$ cat src/mllo_pkg.sv
`timescale 1ns / 1ps

package mllo_pkg;

  // Field and register widths.
  localparam int CH_W       = 8;
  localparam int PIX_W      = 4 * CH_W;
  localparam int CFG_IDX_W  = 2;
  localparam int CFG_DATA_W = 14;
  localparam int LEVEL_W    = 5;
  localparam int CELL_W     = 8;
  localparam int SCALE_W    = 4;
  localparam int DIGIT_W    = 4;
  localparam int SUM_W      = 16;

  // Default for the largest frame side.
  localparam int DEF_MAX_SIDE = 8192;

  // Register indexes of the configuration port.
  localparam logic [CFG_IDX_W-1:0] REG_FRAME_WIDTH    = 2'd0;
  localparam logic [CFG_IDX_W-1:0] REG_FRAME_HEIGHT   = 2'd1;
  localparam logic [CFG_IDX_W-1:0] REG_LEVEL_NUMBER   = 2'd2;
  localparam logic [CFG_IDX_W-1:0] REG_OVERLAY_ENABLE = 2'd3;

  // Register reset values.
  localparam logic [CFG_DATA_W-1:0] RST_FRAME_WIDTH  = 14'd64;
  localparam logic [CFG_DATA_W-1:0] RST_FRAME_HEIGHT = 14'd64;
  localparam logic [LEVEL_W-1:0]    RST_LEVEL_NUMBER = 5'd0;
  localparam logic                  RST_ENABLE       = 1'b1;

  // Overlay constants.
  localparam int SCALE_DIV  = 192;
  localparam int SCALE_MAX  = 10;
  localparam int SMALL_SIDE = 9;
  localparam logic [CH_W-1:0] ALPHA_CELL  = 8'd105;
  localparam logic [CH_W-1:0] ALPHA_SMALL = 8'd190;
  localparam logic [CH_W-1:0] CH_FULL     = 8'd255;
  localparam logic [SUM_W-1:0] ROUND_BIAS = 16'd127;

  // The quotient of a cell offset by the scale takes one bit per step.
  localparam int DIV_STEPS = CELL_W;
  localparam int STEP_W    = $clog2(DIV_STEPS);

  // Commands from the controller to the datapath.
  typedef struct packed {
    logic capture;
    logic prep;
    logic div_step;
    logic finish;
  } ctrl_cmd_t;

  // Status from the datapath to the controller.
  typedef struct packed {
    logic out_free;
  } dp_status_t;

  // One row of the 5x7 font, bit 4 is the leftmost column.
  function automatic logic [4:0] glyph_row(input logic [DIGIT_W-1:0] d, input logic [2:0] r);
    logic [34:0] rows;
    case (d)
      4'd0: rows = {5'h0E, 5'h11, 5'h19, 5'h15, 5'h13, 5'h11, 5'h0E};
      4'd1: rows = {5'h0E, 5'h04, 5'h04, 5'h04, 5'h04, 5'h0C, 5'h04};
      4'd2: rows = {5'h1F, 5'h08, 5'h04, 5'h02, 5'h01, 5'h11, 5'h0E};
      4'd3: rows = {5'h1E, 5'h01, 5'h01, 5'h0E, 5'h01, 5'h01, 5'h1E};
      4'd4: rows = {5'h02, 5'h02, 5'h1F, 5'h12, 5'h0A, 5'h06, 5'h02};
      4'd5: rows = {5'h1E, 5'h01, 5'h01, 5'h1E, 5'h10, 5'h10, 5'h1F};
      4'd6: rows = {5'h0E, 5'h11, 5'h11, 5'h1E, 5'h10, 5'h10, 5'h0E};
      4'd7: rows = {5'h08, 5'h08, 5'h08, 5'h04, 5'h02, 5'h01, 5'h1F};
      4'd8: rows = {5'h0E, 5'h11, 5'h11, 5'h0E, 5'h11, 5'h11, 5'h0E};
      4'd9: rows = {5'h0E, 5'h01, 5'h01, 5'h0F, 5'h11, 5'h11, 5'h0E};
      default: rows = '0;
    endcase
    if (r > 3'd6) begin
      return 5'h00;
    end
    return rows[r*5 +: 5];
  endfunction

  // Palette color packed as blue, green, red from the top down.
  function automatic logic [3*CH_W-1:0] tint_rgb(input logic [DIGIT_W-1:0] idx);
    case (idx)
      4'd0: return {8'd52,  8'd64,  8'd235};
      4'd1: return {8'd26,  8'd159, 8'd255};
      4'd2: return {8'd21,  8'd204, 8'd250};
      4'd3: return {8'd94,  8'd197, 8'd34};
      4'd4: return {8'd166, 8'd184, 8'd20};
      4'd5: return {8'd233, 8'd165, 8'd14};
      4'd6: return {8'd246, 8'd130, 8'd59};
      4'd7: return {8'd246, 8'd92,  8'd139};
      4'd8: return {8'd239, 8'd70,  8'd217};
      4'd9: return {8'd153, 8'd72,  8'd236};
      default: return '0;
    endcase
  endfunction

  // Exact division by 255 for sums up to 65279, which covers every blend sum.
  function automatic logic [CH_W-1:0] div255(input logic [SUM_W-1:0] s);
    logic [SUM_W-1:0] t;
    t = s + {8'd0, s[15:8]} + 16'd1;
    return t[15:8];
  endfunction

endpackage

$ cat src/mllo_ctrl.sv
`timescale 1ns / 1ps

module mllo_ctrl
  import mllo_pkg::*;
(
  input  logic       clk_i,
  input  logic       rst_ni,
  input  logic       in_valid_i,
  output logic       in_ready_o,
  input  dp_status_t status_i,
  output ctrl_cmd_t  cmd_o
);

  localparam logic [1:0] ST_IDLE   = 2'd0;
  localparam logic [1:0] ST_PREP   = 2'd1;
  localparam logic [1:0] ST_DIV    = 2'd2;
  localparam logic [1:0] ST_FINISH = 2'd3;

  logic [1:0]        state_q, state_d;
  logic [STEP_W-1:0] step_q, step_d;

  // Next state and command decode.
  always_comb begin
    state_d    = state_q;
    step_d     = step_q;
    in_ready_o = 1'b0;
    cmd_o      = '0;
    case (state_q)
      ST_IDLE: begin
        in_ready_o  = 1'b1;
        cmd_o.capture = in_valid_i;
        if (in_valid_i) begin
          state_d = ST_PREP;
        end
      end
      ST_PREP: begin
        cmd_o.prep = 1'b1;
        step_d     = '0;
        state_d    = ST_DIV;
      end
      ST_DIV: begin
        cmd_o.div_step = 1'b1;
        if (step_q == STEP_W'(DIV_STEPS - 1)) begin
          state_d = ST_FINISH;
        end else begin
          step_d = step_q + 1'b1;
        end
      end
      ST_FINISH: begin
        if (status_i.out_free) begin
          cmd_o.finish = 1'b1;
          state_d      = ST_IDLE;
        end
      end
      default: begin
        state_d = ST_IDLE;
      end
    endcase
  end

  // State registers.
  always_ff @(posedge clk_i or negedge rst_ni) begin
    if (!rst_ni) begin
      state_q <= ST_IDLE;
      step_q  <= '0;
    end else begin
      state_q <= state_d;
      step_q  <= step_d;
    end
  end

endmodule

$ cat src/mllo_datapath.sv
`timescale 1ns / 1ps

module mllo_datapath
  import mllo_pkg::*;
#(
  parameter int MAX_SIDE = DEF_MAX_SIDE
) (
  input  logic                  clk_i,
  input  logic                  rst_ni,
  input  logic                  cfg_valid_i,
  input  logic [CFG_IDX_W-1:0]  cfg_index_i,
  input  logic [CFG_DATA_W-1:0] cfg_data_i,
  input  logic [PIX_W-1:0]      in_data_i,
  input  ctrl_cmd_t             cmd_i,
  output dp_status_t            status_o,
  output logic                  out_valid_o,
  input  logic                  out_ready_i,
  output logic [PIX_W-1:0]      out_data_o,
  output logic                  out_last_o
);

  localparam int SIDE_W = $clog2(MAX_SIDE);
  localparam int SZ_W   = SIDE_W + 1;

  // Configuration registers.
  logic [CFG_DATA_W-1:0] width_cfg_q, height_cfg_q;
  logic [LEVEL_W-1:0]    level_q;
  logic                  enable_q;

  always_ff @(posedge clk_i or negedge rst_ni) begin
    if (!rst_ni) begin
      width_cfg_q  <= RST_FRAME_WIDTH;
      height_cfg_q <= RST_FRAME_HEIGHT;
      level_q      <= RST_LEVEL_NUMBER;
      enable_q     <= RST_ENABLE;
    end else if (cfg_valid_i) begin
      case (cfg_index_i)
        REG_FRAME_WIDTH:    width_cfg_q  <= cfg_data_i;
        REG_FRAME_HEIGHT:   height_cfg_q <= cfg_data_i;
        REG_LEVEL_NUMBER:   level_q      <= cfg_data_i[LEVEL_W-1:0];
        REG_OVERLAY_ENABLE: enable_q     <= cfg_data_i[0];
        default: ;
      endcase
    end
  end

  // Frame and cell geometry, derived from the registers and registered again.
  logic [SZ_W-1:0]      w_c, h_c, mind_c, w_q, h_q;
  logic [SCALE_W-1:0]   sc_c, sc_q;
  logic [1:0]           tens_c;
  logic [DIGIT_W-1:0]   ones_c, d0_q, d1_q;
  logic                 two_c, two_q, small_c, small_q;
  logic [CELL_W-1:0]    tx_c, ty_c, cw_c, ch_c, tx_q, ty_q, cw_q, ch_q;
  logic [3*CH_W-1:0]    tint_q;

  always_comb begin
    if (width_cfg_q == '0) begin
      w_c = SZ_W'(1);
    end else if (32'(width_cfg_q) > MAX_SIDE) begin
      w_c = SZ_W'(MAX_SIDE);
    end else begin
      w_c = SZ_W'(width_cfg_q);
    end
    if (height_cfg_q == '0) begin
      h_c = SZ_W'(1);
    end else if (32'(height_cfg_q) > MAX_SIDE) begin
      h_c = SZ_W'(MAX_SIDE);
    end else begin
      h_c = SZ_W'(height_cfg_q);
    end
    mind_c  = (w_c < h_c) ? w_c : h_c;
    small_c = 32'(mind_c) < SMALL_SIDE;
    // Scale is the smaller frame side over 192, clamped to one through ten.
    sc_c = SCALE_W'(1);
    for (int k = 2; k <= SCALE_MAX; k++) begin
      if (32'(mind_c) >= k * SCALE_DIV) begin
        sc_c = SCALE_W'(k);
      end
    end
    if (level_q >= 5'd30) begin
      tens_c = 2'd3;
    end else if (level_q >= 5'd20) begin
      tens_c = 2'd2;
    end else if (level_q >= 5'd10) begin
      tens_c = 2'd1;
    end else begin
      tens_c = 2'd0;
    end
    ones_c = DIGIT_W'(level_q - 5'({3'd0, tens_c}) * 5'd10);
    two_c  = level_q >= 5'd10;
    // The cell is always 24 by 18 scale units; the label sits centered in it.
    tx_c = two_c ? CELL_W'((8'd13 * 8'(sc_c)) >> 1) : CELL_W'((8'd19 * 8'(sc_c)) >> 1);
    ty_c = CELL_W'((8'd11 * 8'(sc_c)) >> 1);
    cw_c = CELL_W'(8'd24 * 8'(sc_c));
    ch_c = CELL_W'(8'd18 * 8'(sc_c));
  end

  always_ff @(posedge clk_i) begin
    w_q     <= w_c;
    h_q     <= h_c;
    sc_q    <= sc_c;
    small_q <= small_c;
    two_q   <= two_c;
    d0_q    <= two_c ? DIGIT_W'(tens_c) : ones_c;
    d1_q    <= ones_c;
    tx_q    <= tx_c;
    ty_q    <= ty_c;
    cw_q    <= cw_c;
    ch_q    <= ch_c;
    tint_q  <= tint_rgb(ones_c);
  end

  // Position counters.
  logic [SIDE_W-1:0] col_q, row_q;
  logic [CELL_W-1:0] ccol_q, crow_q;
  logic [SZ_W-1:0]   col_inc, row_inc;
  logic [CELL_W:0]   ccol_inc, crow_inc;
  logic              row_end, frame_last;

  assign col_inc    = {1'b0, col_q} + 1'b1;
  assign row_inc    = {1'b0, row_q} + 1'b1;
  assign ccol_inc   = {1'b0, ccol_q} + 1'b1;
  assign crow_inc   = {1'b0, crow_q} + 1'b1;
  assign row_end    = col_inc >= w_q;
  assign frame_last = row_end && (row_inc >= h_q);

  always_ff @(posedge clk_i or negedge rst_ni) begin
    if (!rst_ni) begin
      col_q  <= '0;
      row_q  <= '0;
      ccol_q <= '0;
      crow_q <= '0;
    end else if (cmd_i.finish) begin
      if (row_end) begin
        col_q  <= '0;
        ccol_q <= '0;
        if (frame_last) begin
          row_q  <= '0;
          crow_q <= '0;
        end else begin
          row_q  <= row_inc[SIDE_W-1:0];
          crow_q <= (crow_inc >= {1'b0, ch_q}) ? '0 : crow_inc[CELL_W-1:0];
        end
      end else begin
        col_q  <= col_inc[SIDE_W-1:0];
        ccol_q <= (ccol_inc >= {1'b0, cw_q}) ? '0 : ccol_inc[CELL_W-1:0];
      end
    end
  end

  // Pixel capture.
  logic [PIX_W-1:0] pix_q;

  always_ff @(posedge clk_i) begin
    if (cmd_i.capture) begin
      pix_q <= in_data_i;
    end
  end

  // Blend sums and label offsets, set up before the division steps.
  logic [CH_W-1:0]  alpha_c, inv_c;
  logic [SUM_W-1:0] sum_c [3];
  logic [SUM_W-1:0] sum_q [3];
  logic             xok_q, yok_q;

  always_comb begin
    alpha_c = small_q ? ALPHA_SMALL : ALPHA_CELL;
    inv_c   = CH_FULL - alpha_c;
    for (int c = 0; c < 3; c++) begin
      sum_c[c] = 16'(pix_q[c*CH_W +: CH_W]) * 16'(inv_c)
               + 16'(tint_q[c*CH_W +: CH_W]) * 16'(alpha_c) + ROUND_BIAS;
    end
  end

  // Restoring division of the two offsets by the scale, one quotient bit a step.
  logic [CELL_W-1:0]  qx_q, qy_q;
  logic [SCALE_W-1:0] rx_q, ry_q;
  logic [SCALE_W:0]   rx_sh, ry_sh;
  logic               bx_c, by_c;

  assign rx_sh = {rx_q, qx_q[CELL_W-1]};
  assign ry_sh = {ry_q, qy_q[CELL_W-1]};
  assign bx_c  = rx_sh >= {1'b0, sc_q};
  assign by_c  = ry_sh >= {1'b0, sc_q};

  always_ff @(posedge clk_i) begin
    if (cmd_i.prep) begin
      for (int c = 0; c < 3; c++) begin
        sum_q[c] <= sum_c[c];
      end
      xok_q <= ccol_q >= tx_q;
      yok_q <= crow_q >= ty_q;
      qx_q  <= ccol_q - tx_q;
      qy_q  <= crow_q - ty_q;
      rx_q  <= '0;
      ry_q  <= '0;
    end else if (cmd_i.div_step) begin
      rx_q <= bx_c ? SCALE_W'(rx_sh - {1'b0, sc_q}) : rx_sh[SCALE_W-1:0];
      ry_q <= by_c ? SCALE_W'(ry_sh - {1'b0, sc_q}) : ry_sh[SCALE_W-1:0];
      qx_q <= {qx_q[CELL_W-2:0], bx_c};
      qy_q <= {qy_q[CELL_W-2:0], by_c};
    end
  end

  // Glyph lookup: white face and its shadow one scale unit right and down.
  logic               white, black;
  logic [CELL_W-1:0]  base;
  logic [DIGIT_W-1:0] dig;
  logic [2:0]         gcol;
  logic [4:0]         gbits;

  always_comb begin
    white = 1'b0;
    black = 1'b0;
    base  = '0;
    dig   = '0;
    gcol  = '0;
    gbits = '0;
    for (int i = 0; i < 2; i++) begin
      base = CELL_W'(6 * i);
      dig  = (i == 0) ? d0_q : d1_q;
      if (((i == 0) || two_q) && xok_q && yok_q) begin
        if ((qx_q >= base) && (qx_q < base + 8'd5) && (qy_q < 8'd7)) begin
          gcol  = 3'(qx_q - base);
          gbits = glyph_row(dig, qy_q[2:0]);
          if (gbits[3'd4 - gcol]) begin
            white = 1'b1;
          end
        end
        if ((qx_q >= base + 8'd1) && (qx_q < base + 8'd6) &&
            (qy_q >= 8'd1) && (qy_q < 8'd8)) begin
          gcol  = 3'(qx_q - base - 8'd1);
          gbits = glyph_row(dig, 3'(qy_q - 8'd1));
          if (gbits[3'd4 - gcol]) begin
            black = 1'b1;
          end
        end
      end
    end
  end

  // Final color selection.
  logic [PIX_W-1:0] res_c;

  always_comb begin
    res_c = pix_q;
    if (enable_q) begin
      for (int c = 0; c < 3; c++) begin
        if (!small_q && white) begin
          res_c[c*CH_W +: CH_W] = CH_FULL;
        end else if (!small_q && black) begin
          res_c[c*CH_W +: CH_W] = '0;
        end else begin
          res_c[c*CH_W +: CH_W] = div255(sum_q[c]);
        end
      end
    end
  end

  // Output register; it frees in the same cycle as a transfer out.
  logic             out_valid_q;
  logic [PIX_W-1:0] out_data_q;
  logic             out_last_q;

  assign status_o.out_free = !out_valid_q || out_ready_i;

  always_ff @(posedge clk_i or negedge rst_ni) begin
    if (!rst_ni) begin
      out_valid_q <= 1'b0;
    end else if (cmd_i.finish) begin
      out_valid_q <= 1'b1;
    end else if (out_ready_i) begin
      out_valid_q <= 1'b0;
    end
  end

  always_ff @(posedge clk_i) begin
    if (cmd_i.finish) begin
      out_data_q <= res_c;
      out_last_q <= frame_last;
    end
  end

  assign out_valid_o = out_valid_q;
  assign out_data_o  = out_data_q;
  assign out_last_o  = out_last_q;

endmodule

$ cat src/mip_level_label_overlay_core.sv
`timescale 1ns / 1ps

// Level label overlay for a raster-order RGBA pixel stream.
// Pixels enter on the s_axis channel and leave on the m_axis channel in the
// same order, one result per pixel; tlast marks the last pixel of a frame.
// Frame size, level number and enable are written on the cfg channel, which
// is always ready; write it only while no pixel is in flight.
// Each pixel goes through these steps in order: it is accepted, the blend
// sums and label offsets are set up, the two cell offsets are divided
// bit-serially by the font scale, and the color is picked and loaded into
// the output register. A new pixel is accepted only after the last one has
// loaded the output register, so pixels are not overlapped inside the block.
// The output register decouples the two sides: the next pixel is accepted and
// worked on while a result waits; when the receiver stalls, the finished
// pixel waits in its last step until the output register frees.
// Reset clears the position counters, empties the output register and loads
// the registers with a 64 by 64 frame, level zero and the overlay enabled.
module mip_level_label_overlay_core
  import mllo_pkg::*;
#(
  parameter int MAX_SIDE = DEF_MAX_SIDE
) (
  input  logic                  clk_i,
  input  logic                  rst_ni,
  // Configuration write channel.
  input  logic                  cfg_valid_i,
  output logic                  cfg_ready_o,
  input  logic [CFG_IDX_W-1:0]  cfg_index_i,
  input  logic [CFG_DATA_W-1:0] cfg_data_i,
  // Pixel input: in_red, in_green, in_blue, in_alpha from bit 0 up.
  input  logic                  s_axis_tvalid,
  output logic                  s_axis_tready,
  input  logic [PIX_W-1:0]      s_axis_tdata,
  // Pixel output: out_red, out_green, out_blue, out_alpha from bit 0 up.
  output logic                  m_axis_tvalid,
  input  logic                  m_axis_tready,
  output logic [PIX_W-1:0]      m_axis_tdata,
  // frame_end.
  output logic                  m_axis_tlast
);

  ctrl_cmd_t  cmd;
  dp_status_t status;

  assign cfg_ready_o = 1'b1;

  mllo_ctrl u_ctrl (
    .clk_i      (clk_i),
    .rst_ni     (rst_ni),
    .in_valid_i (s_axis_tvalid),
    .in_ready_o (s_axis_tready),
    .status_i   (status),
    .cmd_o      (cmd)
  );

  mllo_datapath #(
    .MAX_SIDE (MAX_SIDE)
  ) u_datapath (
    .clk_i       (clk_i),
    .rst_ni      (rst_ni),
    .cfg_valid_i (cfg_valid_i),
    .cfg_index_i (cfg_index_i),
    .cfg_data_i  (cfg_data_i),
    .in_data_i   (s_axis_tdata),
    .cmd_i       (cmd),
    .status_o    (status),
    .out_valid_o (m_axis_tvalid),
    .out_ready_i (m_axis_tready),
    .out_data_o  (m_axis_tdata),
    .out_last_o  (m_axis_tlast)
  );

  // The block is busy right after taking a pixel.
  a_busy_after_accept: assert property (@(posedge clk_i) disable iff (!rst_ni)
    (s_axis_tvalid && s_axis_tready) |=> !s_axis_tready)
    else $error("input accepted while a pixel is still in work");

  // A result is loaded only from the final step of a busy pixel.
  a_result_from_work: assert property (@(posedge clk_i) disable iff (!rst_ni)
    $rose(m_axis_tvalid) |-> $past(!s_axis_tready))
    else $error("result appeared without a pixel in work");

  // At most one datapath command per cycle.
  a_one_command: assert property (@(posedge clk_i) disable iff (!rst_ni)
    $onehot0({cmd.capture, cmd.prep, cmd.div_step, cmd.finish}))
    else $error("controller issued several commands at once");

  // The output register is loaded only when it is free.
  a_no_overwrite: assert property (@(posedge clk_i) disable iff (!rst_ni)
    cmd.finish |-> (!m_axis_tvalid || m_axis_tready))
    else $error("pending result overwritten");

endmodule
$ cat config.mk
export PLATFORM = sky130hd
export DESIGN_NAME = mip_level_label_overlay_core
export DESIGN_NICKNAME = d
export VERILOG_FILES = /design/src/mllo_pkg.sv /design/src/mllo_ctrl.sv /design/src/mllo_datapath.sv /design/src/mip_level_label_overlay_core.sv
export SDC_FILE = /design/constraint.sdc
export NUM_CORES = 1
export LEC_CHECK = 0
export BUFFER_PORTS_ARGS = -buffer_cell sky130_fd_sc_hd__buf_2
export CAP_MARGIN = 20
export CELL_PAD_IN_SITES_DETAIL_PLACEMENT = 0
export CELL_PAD_IN_SITES_GLOBAL_PLACEMENT = 1
export CORE_MARGIN = 3
export CORE_UTILIZATION = 30
export CTS_BUF_LIST = sky130_fd_sc_hd__clkbuf_2 sky130_fd_sc_hd__clkbuf_4 sky130_fd_sc_hd__clkbuf_8
export DETAILED_ROUTE_END_ITERATION = 12
export PLACE_DENSITY_LB_ADDON = 0.25
export SLEW_MARGIN = 5
export SYNTH_ARGS = -nofsm -noshare
export SYNTH_HDL_FRONTEND = slang
export SYNTH_HIERARCHICAL = 1
export SYNTH_SLANG_ARGS = --single-unit
$ cat constraint.sdc
create_clock -name clk_i -period 10.94 [get_ports clk_i]
set_input_delay 1.094 -clock clk_i [delete_from_list [all_inputs] [get_ports clk_i]]
set_output_delay 1.094 -clock clk_i [all_outputs]
set_load 0.005 [all_outputs]
==> impl_summary.txt <==
----------------------------------------------------
[Timing]
  Slew at the pin closest to its max-slew limit ... 1.096 ns
  Max transition margin ... 0.2695
  Final total negative setup slack ... 0 ns
  Final setup violating endpoints ... 0
  Setup repair after global routing missed its margin ... no
  Final hold violation count ... 0
  Final worst-path setup slack ... 4.225 ns
  Peak Freq ... 0.1489 GHz
  Period utilisation layout ... 0.6138
  Minimum clock period after layout ... 6.715 ns
  Max-slew violation count ... 0
  Worst clock skew ... 0.04402 ns

[Cells and area]
  Core Util, Final ... 0.3414
  Most frequent standard cell in the layout excluding fill and tap cells ... inv_1
  Layout net count ... 3587
  Total area of sequential cells ... 8333 µm²
  Non-Filler Instances ... 4257
  Number of fill cells ... approximately 9.6k
  Leading cell types in the layout, fill and taps excluded ... 423 x inv_1, 334 x ha_1, 249 x fa_1, 162 x nand2_1, 145 x nor2_1
  Share of post-route cells with drive strength above 1 ... 0.1230
  Area taken by multi-input logic gates ... 18520 µm²
  Syn-to-layout area delta ... 11.82%

[Global routing]
  Initial antenna violation count ... 5
  Grt total ovfl ... 0
  Global-route wire length before repair ... 119.0 mm
  Via count of the first global-routing pass ... 21.80k
  Tot GR Track Use ... 0.1511
  Maximum number of pins on one net before global-route repair ... 72

[Routing]
  Routed wirelength normalized by instance count ... 17.40 µm
  Via density per instance ... approximately 4.8
  Number of iterations in the first detailed-routing pass ... 5
  Iter 0 DRT Violations ... ~950
  Number of vias after detailed routing ... 20.55k
  Number of antenna-violating nets in the routed design ... 0
  Drc violations ... 0
  Total routed wirelength ... 74.06 mm

[Critical path]
  Type of the worst setup path ... reg2reg
  Cell-by-cell trace of the critical path ... buf_4, inv_1, buf_4, nor2_1, fa_1, fa_1, fa_1, fa_1, fa_1, fa_1, ha_1, a21oi_1, o21bai_1, a21oi_1, o21bai_1, a41o_1, o41ai_1, xnor2_1
  Max Fanout on Critical Path ... 35
  Cell type of the slowest stage on the worst timing path ... fa_1
  Category of the worst setup path launch point ... flip-flop
  Crit. End Element ... flip-flop
  CP arrival ... 7.12 ns
  Most numerous cell on the critical path ... fa_1
  Required time at the worst-slack endpoint ... 11.34 ns
  Worst stage delay on the critical path ... 0.54 ns

[Floorplan]
  I/O pins ... 89
  Core region area ... 94170 µm²
  Die Width ... about 320 µm
  Die Ht ... 315.6 µm
  Initial Utilization ... 0.3053
  Site row count ... about 110
  Area of the die ... 99590 µm²

[Run status]
  Status ... complete, no violations

[Clock tree]
  Maximum number of buffers from clock root to sink ... 3
  TritonCTS sink count ... 330
  TritonCTS Buffers ... 68
  Buffers inserted by post-CTS timing repair ... 0
  H-Tree Level Count ... 3
  Count of instances resized after the clock tree is built ... 0
  Clock insertion delay at the later pin of the skew report ... 0.68 ns
  CTS tree ... built
  Clk pin slew, worst setup/hold paths ... about 0.060 ns
  Hold-fix buffers at CTS ... 0
  Root cell of the clock tree ... clkbuf_8

[Place]
  Post-DP HPWL ... between 50 and 60 mm
  Worst setup timing slack at the placement stage ... 4.164 ns
  Cell count after placement ... between 4k and 5k
  Placer Congestion ... 0.8348
  Port buffer count ... 87

[Synthesis]
  Synthesized area ... 28750 µm²
  Share of synthesized flip-flops with an asynchronous set or reset ... 0.2485
  Sequential-to-total area share from yosys stat ... 0.2898
  Number of synthesized flops with an enable pin ... 131
  #FFs+latches synth ... 330
  Yosys synthesis warning count ... 6
  Flip-flop cell with the highest count after synthesis ... edfxtp_1
  Number of unique standard cell types used by synthesis ... around 100
  Number of cells produced by synthesis ... roughly 2.8k
  Mean Syn Cell Area ... 10.12 µm²

[Hold path]
  Path class of the lowest-slack min-delay path ... reg2reg

[Flow run]
  Max capacitance violation total ... 0

----------------------------------------------------
## cell type report
cell class,instances,share of cell area
Sequential cell,330,0.2592
Inverter,427,0.05001
Clock inverter,28,0.008523
Multi-Input combinational cell,2008,0.5760
Antenna cell,2,0.0001557
Timing Repair Buffer,115,0.02024
Clock buffer,93,0.03709
Tap cell,1254,0.04880
## cell families (layout without fill, tap and decap cells)
kind of cell               after synthesis  after routing  share of synthesized area
and+or+nand+nor                        688            688                     0.1235
buffers and inverters                  533            663                    0.07167
muxes                                   94             94                    0.04060
AOI/OAI and AO/OA                      477            477                     0.1147
other                                    3             36                  0.0003916
DFF                                    330            330                     0.2898
adders and majority gates              585            585                     0.3195
xor gates and xnor gates               130            130                    0.03986
## cells in the mapped netlist, drive strengths merged, types with 18 or more instances
cell type	number	area (µm²)
o21a	22	165.2
nand2b	30	187.7
a21oi	93	465.5
dfrtp	79	1977
ha	335	4192
a21o	43	325.3
buf	26	152.6
xnor2	72	638.1
nor2	146	548.0
nand3	56	285.3
nor4	18	125.1
nand4	19	118.9
or2	31	193.9
mux2i	30	300.3
inv	426	1604
nor3	31	166.4
clkbuf	80	300.3
fa	249	4985
o21ai	103	515.5
dfxtp	117	2342
edfxtp	131	3934
a31oi	19	118.9
a221oi	29	254.0
and3	36	232.7
xor2	58	508.0
o211ai	20	150.1
nand2	162	608.1
mux2	51	574.3
and2	50	319.1
nor2b	61	381.6
## flip-flops by register name, summed over array words and instances (netlist names), 3 cells and up, named ones only
register / flops
u_ctrl/step_q: 3
u_datapath/ccol_q: 8
u_datapath/ch_q: 4
u_datapath/col_q: 13
u_datapath/crow_q: 8
u_datapath/cw_q: 4
u_datapath/d0_q: 4
u_datapath/h_q: 14
u_datapath/height_cfg_q: 14
u_datapath/level_q: 5
u_datapath/out_data_o: 32
u_datapath/pix_q: 32
u_datapath/qx_q: 8
u_datapath/qy_q: 8
u_datapath/row_q: 13
u_datapath/rx_q: 4
u_datapath/ry_q: 4
u_datapath/sc_q: 4
u_datapath/sum_q: 48
u_datapath/tint_q: 24
u_datapath/tx_q: 7
u_datapath/ty_q: 5
u_datapath/w_q: 14
u_datapath/width_cfg_q: 14
## critical path, delay by kind of cell (launching register included)
family | cells | cell delay [ns]
flops | 1 | 0.31
compound gates | 6 | 1.28
simple gates | 1 | 0.35
fa+ha+maj | 7 | 3.35
buf+inv | 3 | 1.05
xor+xnor | 1 | 0.11
## metal layers
metal / track usage / vias to the layer above / part of all wire
met5: 0 / - / 0
met4: 0.04737 / 0 / 0.028
met3: 0.02287 / 115 / 0.034
met2: 0.2583 / 370 / 0.49
met1: 0.1964 / 10160 / 0.45
li1: - / 9902 / -
## path summary, 6_finish.rpt
path	startpoint	to	slack (ns)	cells after the start
worst min-delay path	u_datapath/pix_q[24]$_DFFE_PP_	u_datapath/out_data_o[24]$_DFFE_PP_	0.42	0
max in group asynchronous	rst_ni	u_datapath/level_q[0]$_DFFE_PN0P_	9.43	2
min in group asynchronous	rst_ni	u_datapath/row_q[9]$_DFFE_PN0P_	0.43	1
worst max register to register	u_datapath/small_q$_DFF_P_	u_datapath/sum_q[0][14]$_DFFE_PP_	4.22	18
worst min register to register	u_datapath/pix_q[24]$_DFFE_PP_	u_datapath/out_data_o[24]$_DFFE_PP_	0.42	0
worst max-delay path	u_datapath/small_q$_DFF_P_	u_datapath/sum_q[0][14]$_DFFE_PP_	4.22	18
## metrics by stage
step	hold slack [ns]	area (µm²)
after floorplan	0.4003	28870
after global placement	0.4006	30640
after detailed placement	0.4065	30670
after CTS	0.3929	32130
after global routing	0.4240	32150
final	0.4180	32150
Power is not shown: default switching activity piles up to over one toggle a cycle in this logic, so the estimate is an artifact.
